[src/hdl/dchb_pkg.sv]
// shared constants and the driver word builder for the h-bridge command decoder
// no dependencies
package dchb_pkg;

    localparam int unsigned BYTE_W   = 8;
    localparam int unsigned WORD_W   = 16;
    localparam int unsigned TDATA_W  = 24;
    localparam int unsigned POS_W    = 3;
    localparam int unsigned BITS_N   = 9;
    localparam int unsigned IDX_W    = 2;

    localparam logic [POS_W-1:0] POS_BYTE0    = 3'd0;
    localparam logic [POS_W-1:0] POS_BYTE1    = 3'd1;
    localparam logic [POS_W-1:0] POS_BYTE2    = 3'd2;
    localparam logic [POS_W-1:0] POS_BYTE3    = 3'd3;
    localparam logic [POS_W-1:0] POS_SAT      = 3'd4;
    localparam logic [POS_W-1:0] POS_UNSYNCED = 3'd7;

    localparam logic [IDX_W-1:0] IDX_LAST_WORD = 2'd2;

    localparam logic KIND_WORD = 1'b0;
    localparam logic KIND_FWD  = 1'b1;

    localparam logic [BYTE_W-1:0] MARK_BIT = 8'h80;

    // one chip: doubled enables and a one-hot polarity pair per bridge
    function automatic logic [WORD_W-1:0] chip_word(input logic [2:0] e,
                                                    input logic [2:0] d);
        logic [5:0] en6;
        logic [5:0] cc6;
        en6 = {e[2], e[2], e[1], e[1], e[0], e[0]};
        cc6 = {~d[2], d[2], ~d[1], d[1], ~d[0], d[0]};
        return {3'b000, en6[5:1], en6[0], cc6, 1'b0};
    endfunction

endpackage

[src/hdl/daisy_chain_hbridge_cmd_decoder_core.sv]
// top level of the daisy-chained h-bridge command decoder: input register,
// frame decode and result register; depends on dchb_pkg
//
// results of an accepted byte move from the input register to the result register
// when it is free; throughput: 1 byte per cycle while it is free; frame byte 2 holds
// the input register while its three driver words pass the single result register
// reset: synchronous active-low, clears handshake state, enables and directions,
// and leaves the decoder unsynced until the first marked byte
module daisy_chain_hbridge_cmd_decoder_core
    import dchb_pkg::*;
(
    input  logic               i_clk,
    input  logic               i_rst_n,
    input  logic               i_s_axis_tvalid,
    output logic               o_s_axis_tready,
    input  logic [BYTE_W-1:0]  i_s_axis_tdata,   // rx_byte
    output logic               o_m_axis_tvalid,
    input  logic               i_m_axis_tready,
    output logic [TDATA_W-1:0] o_m_axis_tdata,   // driver_word [15:0], fwd_byte [23:16]
    output logic               o_m_axis_tuser,   // kind
    output logic               o_m_axis_tlast    // last
);

    logic              r_in_valid;
    logic [BYTE_W-1:0] r_in_byte;
    logic [POS_W-1:0]  r_pos;
    logic [BITS_N-1:0] r_en;
    logic [BITS_N-1:0] r_dir;
    logic [IDX_W-1:0]  r_idx;

    logic               r_out_valid;
    logic [TDATA_W-1:0] r_out_data;
    logic               r_out_kind;
    logic               r_out_last;

    logic [POS_W-1:0]   pos_eff;
    logic [POS_W-1:0]   n_pos;
    logic [BITS_N-1:0]  n_en;
    logic [BITS_N-1:0]  n_dir;
    logic [2:0]         lo;
    logic [2:0]         hi;
    logic               has_out;
    logic               out_free;
    logic               emit;
    logic               last_res;
    logic               finish;
    logic [2:0]         sel_e;
    logic [2:0]         sel_d;
    logic [TDATA_W-1:0] res_data;
    logic               res_kind;

    assign lo       = r_in_byte[2:0];
    assign hi       = r_in_byte[5:3];
    assign pos_eff  = r_in_byte[7] ? POS_BYTE0 : r_pos;
    assign out_free = !r_out_valid || i_m_axis_tready;

    always_comb begin
        n_en     = r_en;
        n_dir    = r_dir;
        n_pos    = POS_UNSYNCED;
        has_out  = 1'b0;
        last_res = 1'b1;
        res_kind = KIND_FWD;
        res_data = '0;
        sel_e    = r_en[2:0];
        sel_d    = r_dir[2:0];
        unique case (r_idx)
            2'd0: begin
                sel_e = r_en[8:6];
                sel_d = hi;
            end
            2'd1: begin
                sel_e = r_en[5:3];
                sel_d = lo;
            end
            default: begin
                sel_e = r_en[2:0];
                sel_d = r_dir[2:0];
            end
        endcase
        case (pos_eff)
            POS_BYTE0: begin
                n_en  = {r_en[8:6], hi, lo};
                n_pos = POS_BYTE1;
            end
            POS_BYTE1: begin
                n_en  = {lo, r_en[5:0]};
                n_dir = {r_dir[8:3], hi};
                n_pos = POS_BYTE2;
            end
            POS_BYTE2: begin
                n_dir    = {hi, lo, r_dir[2:0]};
                n_pos    = POS_BYTE3;
                has_out  = 1'b1;
                last_res = (r_idx == IDX_LAST_WORD);
                res_kind = KIND_WORD;
                res_data = {{(TDATA_W-WORD_W){1'b0}}, chip_word(sel_e, sel_d)};
            end
            POS_BYTE3: begin
                n_pos    = POS_SAT;
                has_out  = 1'b1;
                res_data = {r_in_byte | MARK_BIT, {WORD_W{1'b0}}};
            end
            POS_SAT: begin
                n_pos    = POS_SAT;
                has_out  = 1'b1;
                res_data = {r_in_byte, {WORD_W{1'b0}}};
            end
            default: begin
                n_pos = POS_UNSYNCED;
            end
        endcase
    end

    assign emit   = r_in_valid && has_out && out_free;
    assign finish = r_in_valid && (!has_out || (emit && last_res));
    assign o_s_axis_tready = !r_in_valid || finish;

    always_ff @(posedge i_clk) begin
        if (!i_rst_n) begin
            r_in_valid <= 1'b0;
            r_pos      <= POS_UNSYNCED;
            r_en       <= '0;
            r_dir      <= '0;
            r_idx      <= '0;
        end else begin
            if (o_s_axis_tready) begin
                r_in_valid <= i_s_axis_tvalid;
            end
            if (finish) begin
                r_pos <= n_pos;
                r_en  <= n_en;
                r_dir <= n_dir;
                r_idx <= '0;
            end else if (emit) begin
                r_idx <= r_idx + 2'd1;
            end
        end
    end

    always_ff @(posedge i_clk) begin
        if (o_s_axis_tready && i_s_axis_tvalid) begin
            r_in_byte <= i_s_axis_tdata;
        end
    end

    always_ff @(posedge i_clk) begin
        if (!i_rst_n) begin
            r_out_valid <= 1'b0;
        end else if (emit) begin
            r_out_valid <= 1'b1;
        end else if (i_m_axis_tready) begin
            r_out_valid <= 1'b0;
        end
    end

    always_ff @(posedge i_clk) begin
        if (emit) begin
            r_out_data <= res_data;
            r_out_kind <= res_kind;
            r_out_last <= last_res;
        end
    end

    assign o_m_axis_tvalid = r_out_valid;
    assign o_m_axis_tdata  = r_out_data;
    assign o_m_axis_tuser  = r_out_kind;
    assign o_m_axis_tlast  = r_out_last;

endmodule

[config.mk]
export PLATFORM = sky130hd
export DESIGN_NAME = daisy_chain_hbridge_cmd_decoder_core
export DESIGN_NICKNAME = d
export VERILOG_FILES = /design/src/hdl/dchb_pkg.sv /design/src/hdl/daisy_chain_hbridge_cmd_decoder_core.sv
export SDC_FILE = /design/constraint.sdc
export NUM_CORES = 1
export LEC_CHECK = 0
export BUFFER_PORTS_ARGS = -buffer_cell sky130_fd_sc_hd__clkbuf_2
export CELL_PAD_IN_SITES_DETAIL_PLACEMENT = 1
export CELL_PAD_IN_SITES_GLOBAL_PLACEMENT = 1
export CORE_MARGIN = 2
export CORE_UTILIZATION = 45
export CTS_BUF_LIST = sky130_fd_sc_hd__clkbuf_8
export DETAILED_ROUTE_END_ITERATION = 12
export GPL_TIMING_DRIVEN = 0
export PLACE_DENSITY_LB_ADDON = 0.08
export SYNTH_ARGS = -nofsm -noshare
export SYNTH_HDL_FRONTEND = slang
export SYNTH_SLANG_ARGS = --single-unit
export TNS_END_PERCENT = 50
[constraint.sdc]
create_clock -name i_clk -period 7.1 [get_ports i_clk]
set_clock_uncertainty 0.2 [all_clocks]
set_input_delay 0 -clock i_clk [delete_from_list [all_inputs] [get_ports i_clk]]
set_output_delay 0 -clock i_clk [all_outputs]
set_load 0.005 [all_outputs]
==> metrics <==
Final period util 33.30%; wire per inst 16.14 um; clock sink total 46; final setup TNS 0 ns; I/O Buffers 34; Crit Path Max Fanout 13; top-area cell type share of the netlist area ~37%; maximum vdd ir drop approximately 0.11 mV; Worst Setup Start Kind register; slew of the pin with the lowest slew margin 0.7621 ns; Die Wd between 70 and 80 um; Initial Utilization a little under half; final WL 4.874 mm; Inserted Clock Buffers 5; clk_lat worst skew 0.30 ns; antenna violations before repair 0; average vias per placed instance ~5.3; Diodes inserted 0; share of synthesized flip-flops with an asynchronous set or reset 0%; Ports 40; top post-synthesis cells by area edfxtp_1 37%, dfxtp_1 18%, buf_4 3.1%; Area Growth Syn to Fin 22.06%; dpl hpwl 3.545 mm; vias in the first global route 1,653; Post-Syn Instances 191; H-tree depth 2; Final Worst Setup Slack 4.736 ns; Static Leak approximately 1.1 nW; top_reg_cell synth edfxtp_1; Ys Warns 0; Clk pin slew, worst setup/hold paths 0.09 ns; largest net degree at the start of global routing 16; Worst path slowest cell nor2_1; Hold Crit Class primary input to register; Data arrival, critical path 2.16 ns; first-pass GRT wire length 7.914 mm; worst-path cell chain buf_4 > nor3b_2 > o21ai_0 > nor2_1 > buf_4; gpl congestion slightly below 0.9; Tmin final 2.364 ns; Mean Syn Cell Area 11.37 um2; Die H 73.48 um; max-slew violation count 0; Root Buffer clkbuf_8; Max Cap Viol 0; total grt overflow 0; pre-CTS setup slack 4.758 ns; Synth cell types 46; final net count 262; total die area 0.005399 mm2; # fillers 524; worst setup path class register to register; GRT Total Usage about a fifth; number of synthesized register bits between 40 and 50; critical path's largest stage delay 0.47 ns; Iter 0 DRT Violations 30; synthesized area 0.002172 mm2; fmax 0.4230 GHz; share of cells above drive strength 1 25.81%; # DRC 0; Via Count 1,612; Critical Path RT 6.90 ns; Hold Fails Final Rpt 0; CP most frequent cell buf_4; Clock Tree Buf Depth 2; FP Rows 25; post-route ant nets 0; outcome finished, final reports clean; RSZ-0062 raised after global routing no; Critical Path Sink Type register; CTS tree done; relative max-transition margin 49.19%; EDFF count, synth 27; Synth area leader edfxtp_1; PwrDens about 200 mW/mm2; final setup vio count 0; drt pass-1 iters 4; core footprint 0.004692 mm2; Seq/Total Area, Yosys 54.84%
[power by group]
part	internal (W)	switching, W	total (W)
combinational	0.0000170	0.0000167	0.0000337
sequential	0.000286	0.00000522	0.000291
clock	0.000106	0.0000898	0.000195
[Yosys cell counts (6+ instances only)]
cell type  count
edfxtp_1      27
dfxtp_1       19
nand2_1       15
buf_4          9
a21boi_0       8
and2_1         8
nor2_1         8
o21a_1         8
a21oi_1        7
and3_1         6
inv_1          6
mux2i_1        6
nor2b_1        6
o21ai_0        6
[critical path, delay by kind of cell, from the launching register on]
family	cells	cell delay, ns
simple gates	2	0.72
compound gates	1	0.13
buf+inv	2	0.55
flops	1	0.46
[area by class of cell]
class | instances | area [um2] | area share, %
Sequential cell | 46 | 1191 | 44.93
Multi-Input combinational cell | 124 | 849.6 | 32.04
Timing Repair Buffer | 46 | 287.8 | 10.85
Buffer | 18 | 120.1 | 4.530
Clock buffer | 5 | 68.82 | 2.596
Tap cell | 54 | 67.56 | 2.548
Clock inverter | 3 | 43.79 | 1.652
Inverter | 6 | 22.52 | 0.8495
[routing by layer]
| metal | wire length, um | part of all wire (%) | up-vias | GRT usage [%] |
|---|---|---|---|---|
| met5 | 0 | 0 | - | 0 |
| met4 | 48 | 0.98 | 0 | 4.848 |
| met3 | 166 | 3.4 | 4 | 4.252 |
| met2 | 2434 | 50 | 37 | 33.04 |
| met1 | 2224 | 46 | 781 | 25.00 |
| li1 | - | - | 790 | - |
[placed cells by master (no fill, tap or decap), types with 7 or more instances in the layout]
cell type	count
clkbuf_2	34
nor2_1	8
dlygate4sd3_1	11
buf_4	10
o21a_1	8
and2_1	8
nand2_1	15
a21oi_1	7
a21boi_0	8
dfxtp_1	19
edfxtp_1	27
[kinds of logic after synthesis]
kind of cell               Yosys count  synth area share (%)
and+or+nand+nor                     61                 17.11
AOI/OAI and AO/OA                   49                 16.42
DFF                                 46                 54.84
buffers and inverters               24                 6.566
muxes                                6                 2.765
adders and majority gates            3                 1.728
other                                1                0.1726
xor gates and xnor gates             1                0.4033
[what timing repair did]
item	CTS	global route
setup buffers	0	0
resized for setup	0	0
endpoints found under the hold margin	13	0
hold buffers	11	0
[metrics by stage]
step	hold slack, ns	power (W)	instance area [um2]	instances	util [%]
2_1_floorplan	-0.1011	0.0003158	2183	194	-
3_3_place_gp	-0.02338	0.0003247	2421	282	51.60
3_5_place_dp	-0.02072	0.0003260	2429	283	51.76
4_1_cts	0.1996	0.0005237	2651	302	56.51
5_1_grt	0.2157	0.0005357	2651	302	56.51
6_report	0.2164	0.0005203	2651	302	56.51
[sequential cells by signal, indices dropped and copies added (netlist names), 2 cells and up]
name            flops
r_idx               2
r_in_byte           8
r_en                9
r_dir               3
r_pos               3
o_m_axis_tdata     17
[path summary, 6_finish.rpt]
path / to / start / slack (ns) / cells after the start
hold / removal: r_in_byte[0] / i_s_axis_tdata[0] / 0.22 / 2
setup reg to reg: o_m_axis_tdata[18] / r_pos[2] / 4.74 / 5
setup / recovery: o_m_axis_tdata[18] / r_pos[2] / 4.74 / 5
hold reg to reg: r_en[4] / r_en[4] / 0.27 / 2
Power figures use the tool's default switching activity.
